File: src/design/zlpd_pkg.sv
`default_nettype none

package zlpd_pkg;

  // zone count
  localparam int unsigned MAX_ZONES = 4;
  localparam int unsigned ZONES_DEF = 4;

  // field widths
  localparam int unsigned LVL_W    = 2;
  localparam int unsigned PERIOD_W = 4;
  localparam int unsigned HOLD_W   = 10;
  localparam int unsigned PCT_W    = 7;
  localparam int unsigned CFG_W    = HOLD_W;

  // register reset values
  localparam logic [PERIOD_W-1:0] PERIOD_RST = 4'd10;
  localparam logic [HOLD_W-1:0]   HOLD_RST   = 10'd100;
  localparam logic [7:0]          BYTE_RST   = 8'hFF;

  typedef enum logic [1:0] {
    OP_PWM    = 2'd0,
    OP_MOTION = 2'd1,
    OP_CTRL   = 2'd2
  } op_e;

  typedef enum logic [1:0] {
    MODE_AUTO = 2'd0,
    MODE_ON   = 2'd1,
    MODE_OFF  = 2'd2
  } mode_e;

  typedef enum logic [1:0] {
    REG_MODE   = 2'd0,
    REG_POLAR  = 2'd1,
    REG_PERIOD = 2'd2,
    REG_HOLD   = 2'd3
  } reg_e;

  typedef enum logic [1:0] {
    LVL_OFF  = 2'd0,
    LVL_30   = 2'd1,
    LVL_60   = 2'd2,
    LVL_FULL = 2'd3
  } lvl_e;

  // shared control for every zone slice
  typedef struct packed {
    logic                en;
    logic [1:0]          op;
    logic [1:0]          mode;
    logic                sched;
    logic [LVL_W-1:0]    amb;
    logic [PERIOD_W-1:0] period;
    logic [HOLD_W-1:0]   hold;
    logic [PERIOD_W-1:0] step;
  } ctrl_t;

  // per-zone status after the beat
  typedef struct packed {
    logic             on;
    logic             fresh;
    logic             motion;
    logic [LVL_W-1:0] level;
  } zone_stat_t;

  // floor(30 * p / 100) and floor(60 * p / 100) for p = 0..15
  localparam logic [PERIOD_W-1:0] DUTY30 [16] = '{
    4'd0, 4'd0, 4'd0, 4'd0, 4'd1, 4'd1, 4'd1, 4'd2,
    4'd2, 4'd2, 4'd3, 4'd3, 4'd3, 4'd3, 4'd4, 4'd4
  };
  localparam logic [PERIOD_W-1:0] DUTY60 [16] = '{
    4'd0, 4'd0, 4'd1, 4'd1, 4'd2, 4'd3, 4'd3, 4'd4,
    4'd4, 4'd5, 4'd6, 4'd6, 4'd7, 4'd7, 4'd8, 4'd9
  };

  function automatic logic [PERIOD_W-1:0] duty_steps(logic [LVL_W-1:0] lvl,
                                                     logic [PERIOD_W-1:0] period);
    logic [PERIOD_W-1:0] res;
    case (lvl)
      LVL_OFF:  res = '0;
      LVL_30:   res = DUTY30[period];
      LVL_60:   res = DUTY60[period];
      LVL_FULL: res = period;
      default:  res = '0;
    endcase
    return res;
  endfunction

  function automatic logic [PCT_W-1:0] level_pct(logic [LVL_W-1:0] lvl);
    logic [PCT_W-1:0] res;
    case (lvl)
      LVL_OFF:  res = 7'd0;
      LVL_30:   res = 7'd30;
      LVL_60:   res = 7'd60;
      LVL_FULL: res = 7'd100;
      default:  res = 7'd0;
    endcase
    return res;
  endfunction

endpackage

`default_nettype wire

File: src/design/zlpd_zone.sv
`default_nettype none

module zlpd_zone (
  input  wire logic               clk_i,
  input  wire logic               rst_ni,
  input  wire zlpd_pkg::ctrl_t    ctrl_i,
  input  wire logic               pin_i,
  output zlpd_pkg::zone_stat_t    stat_o
);
  import zlpd_pkg::*;

  logic [LVL_W-1:0]    level_q, level_d;
  logic [PERIOD_W-1:0] duty_q, duty_d;
  logic                motion_q, motion_d;
  logic [HOLD_W-1:0]   hold_q, hold_d;
  logic [LVL_W-1:0]    lvl_new;
  logic                fresh;

  // level this zone would take on a control beat
  always_comb begin
    if (ctrl_i.mode == MODE_ON) begin
      lvl_new = LVL_FULL;
    end else if (ctrl_i.mode == MODE_OFF || !ctrl_i.sched) begin
      lvl_new = LVL_OFF;
    end else if (motion_q) begin
      lvl_new = LVL_FULL;
    end else begin
      lvl_new = ctrl_i.amb;
    end
  end

  always_comb begin
    level_d  = level_q;
    duty_d   = duty_q;
    motion_d = motion_q;
    hold_d   = hold_q;
    fresh    = 1'b0;
    case (ctrl_i.op)
      OP_MOTION: begin
        if (pin_i) begin
          fresh    = !motion_q;
          motion_d = 1'b1;
          hold_d   = ctrl_i.hold;
        end
        // a zero hold never counts down, so the mark sticks
        if (hold_d != '0) begin
          hold_d = hold_d - 1'b1;
          if (hold_d == '0) begin
            motion_d = 1'b0;
          end
        end
      end
      OP_CTRL: begin
        if (lvl_new != level_q) begin
          level_d = lvl_new;
          duty_d  = duty_steps(lvl_new, ctrl_i.period);
        end
      end
      default: ;
    endcase
  end

  assign stat_o.on     = (ctrl_i.step < duty_q);
  assign stat_o.fresh  = fresh;
  assign stat_o.motion = motion_d;
  assign stat_o.level  = level_d;

  always_ff @(posedge clk_i or negedge rst_ni) begin
    if (!rst_ni) begin
      level_q  <= LVL_OFF;
      duty_q   <= '0;
      motion_q <= 1'b0;
      hold_q   <= '0;
    end else if (ctrl_i.en) begin
      level_q  <= level_d;
      duty_q   <= duty_d;
      motion_q <= motion_d;
      hold_q   <= hold_d;
    end
  end

endmodule

`default_nettype wire

File: src/design/zone_led_pwm_motion_dimmer.sv
`default_nettype none

// Four-zone LED dimmer with motion boost. Each input beat is a PWM tick, a
// motion tick or a control update, and every beat returns exactly one result
// beat holding the shift-register byte last written, a write strobe (set only
// when a PWM tick changed the byte), the per-zone motion marks, the zones that
// just became active, the packed two-bit zone levels and the brightest zone's
// percent. An accepted beat waits in an input register and then updates state
// and loads the result register in the same cycle, so the block takes one beat
// per clock while the result channel is not stalled; the input register lets a
// new beat in while a result still waits downstream. Registers (light mode, LED
// polarity, PWM period, motion hold) are written through the plain write port
// by the user only while no beat is in flight; the block does not enforce it.
// Duty steps come from a small constant table indexed by level and period.

module zone_led_pwm_motion_dimmer #(
  parameter int unsigned ZONES = zlpd_pkg::ZONES_DEF
) (
  input  wire logic                      clk_i,
  input  wire logic                      rst_ni,
  // config write port
  input  wire logic                      cfg_we_i,
  input  wire logic [1:0]                cfg_idx_i,
  input  wire logic [zlpd_pkg::CFG_W-1:0] cfg_wdata_i,
  // input channel
  input  wire logic                      in_valid_i,
  output logic                           in_ready_o,
  input  wire logic [1:0]                operation_i,
  input  wire logic [3:0]                motion_pins_i,
  input  wire logic                      schedule_on_i,
  input  wire logic [1:0]                ambient_level_i,
  // result channel
  output logic                           out_valid_o,
  input  wire logic                      out_ready_i,
  output logic [7:0]                     shift_byte_o,
  output logic                           shift_write_o,
  output logic [3:0]                     motion_active_o,
  output logic [3:0]                     motion_new_o,
  output logic [6:0]                     peak_pct_o,
  output logic [7:0]                     zone_levels_o
);
  import zlpd_pkg::*;

  // configuration registers
  logic [1:0]          mode_q;
  logic                polar_q;
  logic [PERIOD_W-1:0] period_q;
  logic [HOLD_W-1:0]   hold_q;

  // input register
  logic                s1_valid_q;
  logic [1:0]          op_q;
  logic [3:0]          pins_q;
  logic                sched_q;
  logic [1:0]          amb_q;

  // block state outside the zone slices
  logic [PERIOD_W-1:0] step_q, step_d, step_inc;
  logic [7:0]          last_byte_q, last_byte_d;

  // result register
  logic                out_valid_q;
  logic [7:0]          res_byte_q;
  logic                res_write_q;
  logic [3:0]          res_active_q, res_new_q;
  logic [PCT_W-1:0]    res_pct_q;
  logic [7:0]          res_levels_q;

  logic                advance;
  ctrl_t               ctrl;
  zone_stat_t          stat [MAX_ZONES];

  logic [7:0]          on_byte, new_byte;
  logic                wrote;
  logic [3:0]          active, fresh;
  logic [7:0]          levels;
  logic [LVL_W-1:0]    max_lvl;

  // the input register moves on whenever the result register is free
  assign advance    = s1_valid_q && (!out_valid_q || out_ready_i);
  assign in_ready_o = !s1_valid_q || advance;

  // ---------------------------------------------------------------------------
  // configuration
  // ---------------------------------------------------------------------------
  always_ff @(posedge clk_i or negedge rst_ni) begin
    if (!rst_ni) begin
      mode_q   <= MODE_AUTO;
      polar_q  <= 1'b0;
      period_q <= PERIOD_RST;
      hold_q   <= HOLD_RST;
    end else if (cfg_we_i) begin
      case (cfg_idx_i)
        REG_MODE:   mode_q   <= cfg_wdata_i[1:0];
        REG_POLAR:  polar_q  <= cfg_wdata_i[0];
        REG_PERIOD: period_q <= cfg_wdata_i[PERIOD_W-1:0];
        REG_HOLD:   hold_q   <= cfg_wdata_i[HOLD_W-1:0];
        default: ;
      endcase
    end
  end

  // ---------------------------------------------------------------------------
  // input register
  // ---------------------------------------------------------------------------
  always_ff @(posedge clk_i or negedge rst_ni) begin
    if (!rst_ni) begin
      s1_valid_q <= 1'b0;
    end else if (in_ready_o) begin
      s1_valid_q <= in_valid_i;
    end
  end

  always_ff @(posedge clk_i) begin
    if (in_valid_i && in_ready_o) begin
      op_q    <= operation_i;
      pins_q  <= motion_pins_i;
      sched_q <= schedule_on_i;
      amb_q   <= ambient_level_i;
    end
  end

  // ---------------------------------------------------------------------------
  // zone slices
  // ---------------------------------------------------------------------------
  assign ctrl.en     = advance;
  assign ctrl.op     = op_q;
  assign ctrl.mode   = mode_q;
  assign ctrl.sched  = sched_q;
  assign ctrl.amb    = amb_q;
  assign ctrl.period = period_q;
  assign ctrl.hold   = hold_q;
  assign ctrl.step   = step_q;

  for (genvar gz = 0; gz < MAX_ZONES; gz++) begin : g_zone
    if (gz < ZONES) begin : g_used
      zlpd_zone u_zone (
        .clk_i  (clk_i),
        .rst_ni (rst_ni),
        .ctrl_i (ctrl),
        .pin_i  (pins_q[gz]),
        .stat_o (stat[gz])
      );
    end else begin : g_unused
      // zones beyond the configured count never drive anything
      assign stat[gz] = '0;
    end
  end

  // ---------------------------------------------------------------------------
  // pwm byte and step counter
  // ---------------------------------------------------------------------------
  always_comb begin
    for (int z = 0; z < MAX_ZONES; z++) begin
      on_byte[2*z +: 2] = {2{stat[z].on}};
    end
  end

  // active-low leds get the inverted byte
  assign new_byte    = polar_q ? on_byte : ~on_byte;
  assign wrote       = (op_q == OP_PWM) && (new_byte != last_byte_q);
  assign last_byte_d = wrote ? new_byte : last_byte_q;

  // counter wraps at the period, also when the period shrank under it
  assign step_inc = step_q + 1'b1;
  assign step_d   = (step_inc >= period_q) ? '0 : step_inc;

  always_ff @(posedge clk_i or negedge rst_ni) begin
    if (!rst_ni) begin
      step_q      <= '0;
      last_byte_q <= BYTE_RST;
    end else if (advance && op_q == OP_PWM) begin
      step_q      <= step_d;
      last_byte_q <= last_byte_d;
    end
  end

  // ---------------------------------------------------------------------------
  // status gathering
  // ---------------------------------------------------------------------------
  always_comb begin
    max_lvl = LVL_OFF;
    for (int z = 0; z < MAX_ZONES; z++) begin
      active[z]         = stat[z].motion;
      fresh[z]          = stat[z].fresh;
      levels[2*z +: 2]  = stat[z].level;
      if (stat[z].level > max_lvl) begin
        max_lvl = stat[z].level;
      end
    end
  end

  // ---------------------------------------------------------------------------
  // result register
  // ---------------------------------------------------------------------------
  always_ff @(posedge clk_i or negedge rst_ni) begin
    if (!rst_ni) begin
      out_valid_q <= 1'b0;
    end else if (advance) begin
      out_valid_q <= 1'b1;
    end else if (out_ready_i) begin
      out_valid_q <= 1'b0;
    end
  end

  always_ff @(posedge clk_i) begin
    if (advance) begin
      res_byte_q   <= last_byte_d;
      res_write_q  <= wrote;
      res_active_q <= active;
      res_new_q    <= fresh;
      res_pct_q    <= level_pct(max_lvl);
      res_levels_q <= levels;
    end
  end

  assign out_valid_o          = out_valid_q;
  assign shift_byte_o         = res_byte_q;
  assign shift_write_o        = res_write_q;
  assign motion_active_o      = res_active_q;
  assign motion_new_o         = res_new_q;
  assign peak_pct_o           = res_pct_q;
  assign zone_levels_o        = res_levels_q;

endmodule

`default_nettype wire

File: config.mk
export PLATFORM = sky130hd
export DESIGN_NAME = zone_led_pwm_motion_dimmer
export DESIGN_NICKNAME = d
export VERILOG_FILES = /design/src/design/zlpd_pkg.sv /design/src/design/zlpd_zone.sv /design/src/design/zone_led_pwm_motion_dimmer.sv
export SDC_FILE = /design/constraint.sdc
export NUM_CORES = 1
export LEC_CHECK = 0
export BUFFER_PORTS_ARGS = -buffer_cell sky130_fd_sc_hd__buf_2
export CORE_ASPECT_RATIO = 1.75
export CORE_MARGIN = 2
export CORE_UTILIZATION = 45
export DETAILED_ROUTE_END_ITERATION = 8
export PLACE_DENSITY = 0.71
export SKIP_LAST_GASP = 1
export SLEW_MARGIN = 20
export SYNTH_ARGS = -nofsm -noshare
export SYNTH_HDL_FRONTEND = slang
export SYNTH_HIERARCHICAL = 1
export SYNTH_SLANG_ARGS = --single-unit
File: constraint.sdc
create_clock -name clk_i -period 5.8 [get_ports clk_i]
set_input_delay 0.87 -clock clk_i [delete_from_list [all_inputs] [get_ports clk_i]]
set_output_delay 0.87 -clock clk_i [all_outputs]
set_load 0.05 [all_outputs]
==> impl_metrics.tcl <==
set metrics [dict create \
    status "complete, no violations" \
    io_pins 60 \
    hold_buffers 0 \
    drc 0 \
    required_ns 5.98 \
    ys_seq_area_share_pct 37.0 \
    tritoncts "built" \
    hold_class "in2async" \
    avgViaCountPerCell 5.74 \
    final-max-slew-violation-count 0 \
    vias 7805 \
    p_switching_w 0.00189 \
    synthTopCellsByCount "118 x nand2_1, 86 x dfrtp_1, 64 x o21ai_0, 62 x ha_1, 60 x inv_1" \
    crit_path_end "peak_pct_o[4]" \
    clockBufferDepth 2 \
    clk_latency_ns 0.44 \
    rsz0062_at_grt "no" \
    area_growth_pct 9.74 \
    diodes 0 \
    place.gp.congestion 0.890 \
    worstMarginPinSlew_ns 0.888 \
    ys_types 66 \
    synth-edff-count 39 \
    drt-total-wl_um 23200 \
    cts_resized 0 \
    clkTransAtPathRegs_ns 0.06 \
    core_area_sq_um 21600 \
    leakagePower_nw 4.69 \
    internal_power_w 0.00275 \
    ant_nets 0 \
    numCtsBuffers 17 \
    worst_ir_drop_vdd_uv 226 \
    period_needed_ns 4.98 \
    nNetsFinal 1143 \
    rr_worst_depth 17 \
    syn_nets 1109 \
    synthCells 1021 \
    synthesis.area_sq_um 9920 \
    wl_per_cell_um 17.1 \
    crit_path_start "mode_q[0]" \
    cts-root-buf "clkbuf_16" \
    reg2reg_from "mode_q[0]" \
    setup_viol 0 \
    hold_violations 0 \
    maxCapViolCount 0 \
    port_buffers 58 \
    firstDrtPassIters 7 \
    clock-skew-final_ns 0.0105 \
    synth_ff_type "dfrtp_1" \
    hpwl_um 16700 \
    first_global_vias 7611 \
    worst-r2r-setup-slack_ns 0.82 \
    clock_sinks 138 \
    synthArstFlopShare_pct 71.7 \
    worstSetupStartpointType "flop" \
    ys_seq_elements 138 \
    relSlewSlack_pct 40.8 \
    finalSetupTns_ns 0 \
    ys_top_cells_by_area "dfrtp_1 22%, edfxtp_1 12%, ha_1 7.8%" \
    dieWidth_um 116 \
    crit_path_end_kind "flop" \
    postCtsSetupBuffers 0 \
    yosysTopAreaCell "dfrtp_1" \
    timing.rr.end "peak_pct_o[4]" \
    worst_ep_arrival_time_ns 5.17 \
    p_sw_share_pct 40.7 \
    first_iter_violations 353 \
    grt_pass1_wl_um 38200 \
    yosysMostFrequentCell "nand2_1" \
    synth_top_area_share_pct 21.7 \
    yosys_warnings 6 \
    track_usage_pct 21.0 \
    h-tree-depth 4 \
    combPwrFrac_pct 40.7 \
    finalCritPeriodShare_pct 85.9 \
    p_seq_share_pct 36.8 \
    antenna_found_initial 2 \
    fp-row-count 71 \
    postSynthAreaPerCell_sq_um 9.71 \
    drive_gt1_share_pct 18.8 \
    power.share.clock_pct 22.6 \
    fp.dieH_um 200 \
    fmax_ghz 0.201 \
    power.density_nw_per_um2 426 \
    grt_max_degree 57 \
    grt-ovfl-total 0 \
    die-area_sq_um 23300 \
    initial_core_util_pct 45.9 \
    path_max_fanout 13 \
    total_power_w 0.00463 \
    critical_path_class "reg2reg" \
]
routing by layer:
layer / track usage, % / vias to the layer above / part of all wire [%]
met2: 38.1 / 206 / 54
met1: 23.0 / 3778 / 37
li1: - / 3758 / -
met3: 3.78 / 59 / 4.4
met5: 0 / - / 0.10
met4: 9.95 / 4 / 3.5
registers in the layout, indices dropped and copies added, names as in the netlist, 2 cells and up:
signal,count
g_zone.g_used.u_zone/hold_q,40
g_zone.g_used.u_zone/duty_q,16
hold_q,10
g_zone.g_used.u_zone/level_q,8
last_byte_q,8
shift_byte_o,8
zone_levels_o,8
peak_pct_o,5
g_zone.g_used.u_zone/motion_q,4
motion_active_o,4
motion_new_o,4
period_q,4
pins_q,4
step_q,4
amb_q,2
mode_q,2
op_q,2
kinds of logic (layout without fill, tap and decap cells):
family,count (synthesis),count (layout),synth area share [%]
AOI/OAI and AO/OA,205,205,14.4
other,1,1,0.0378
DFF,138,138,37.0
and+or+nand+nor,358,358,19.5
muxes,99,99,11.6
xor gates and xnor gates,42,42,3.79
buffers and inverters,112,159,5.50
adders and majority gates,66,66,8.28
through the flow:
step                instance area, sq um  cells  hold WS, ns  util [%]  setup WS [ns]
finish                             10900   1360        0.428      50.4          0.817
global route                       10900   1360        0.476      50.4          0.517
CTS                                10900   1360        0.452      50.4          0.824
detailed placement                 10300   1328        0.466      47.8          0.841
global placement                   10300   1328        0.460      47.8          0.979
floorplan                           9920   1021        0.448         -           1.20
power groups by stage:
stage | Clock (W) | Combinational (W) | Sequential [W]
after floorplan | 0 | 0.00140 | 0.00175
after global placement | 0 | 0.00182 | 0.00171
after detailed placement | 0 | 0.00188 | 0.00172
after CTS | 0.00107 | 0.00189 | 0.00170
after global routing | 0.00111 | 0.00212 | 0.00175
final | 0.00104 | 0.00188 | 0.00170
cells in the final DEF (no fill, tap or decap), types with 13 or more instances in the layout:
cell type    n
edfxtp_1    39
clkbuf_16   17
nor4_1      16
nor3b_1     37
nor2b_1     16
ha_1        62
xnor2_1     20
nand2_1    118
mux2i_1     44
buf_2       57
nand2b_1    21
o21ai_0     64
dfrtp_1     86
a21oi_1     21
xor2_1      21
nor3_1      36
inv_1       60
nor2_1      44
dfstp_2     13
mux2_2      43
nand3_1     13
worst min-delay path by stage:
stage | end | slack, ns | cells after the start
finish | g_zone[2].g_used.u_zone/hold_q[8] | 0.43 | 1
floorplan | g_zone[0].g_used.u_zone/hold_q[9] | 0.45 | 2
global route | g_zone[2].g_used.u_zone/hold_q[8] | 0.48 | 1
detailed placement | g_zone[1].g_used.u_zone/hold_q[9] | 0.47 | 2
global placement | out_valid_o | 0.46 | 1
CTS | g_zone[2].g_used.u_zone/hold_q[8] | 0.45 | 1
cell type report:
class,count,area (sq um)
flip-flops and latches,138,3660
fillers,1979,10700
clock inverters,14,120
multi-input cells,771,5710
repair buffers,67,360
well taps,292,365
clock buffers,18,439
inverters,60,225
critical path: stages, from the launching register on:
cell      delay (ns)
dfrtp_1         0.58
inv_1           0.09
maj3_2          0.40
o21ai_0         0.33
inv_1           0.08
ha_1            0.31
nand2b_1        0.16
a21o_1          0.20
and2_1          0.16
ha_1            0.30
or4b_2          0.63
o311ai_0        0.12
a41o_1          0.13
or2_2           0.13
ha_1            0.22
a21oi_1         0.23
mux2_2          0.38
ha_1            0.27
Note: power is estimated with default switching activity, not from simulation.
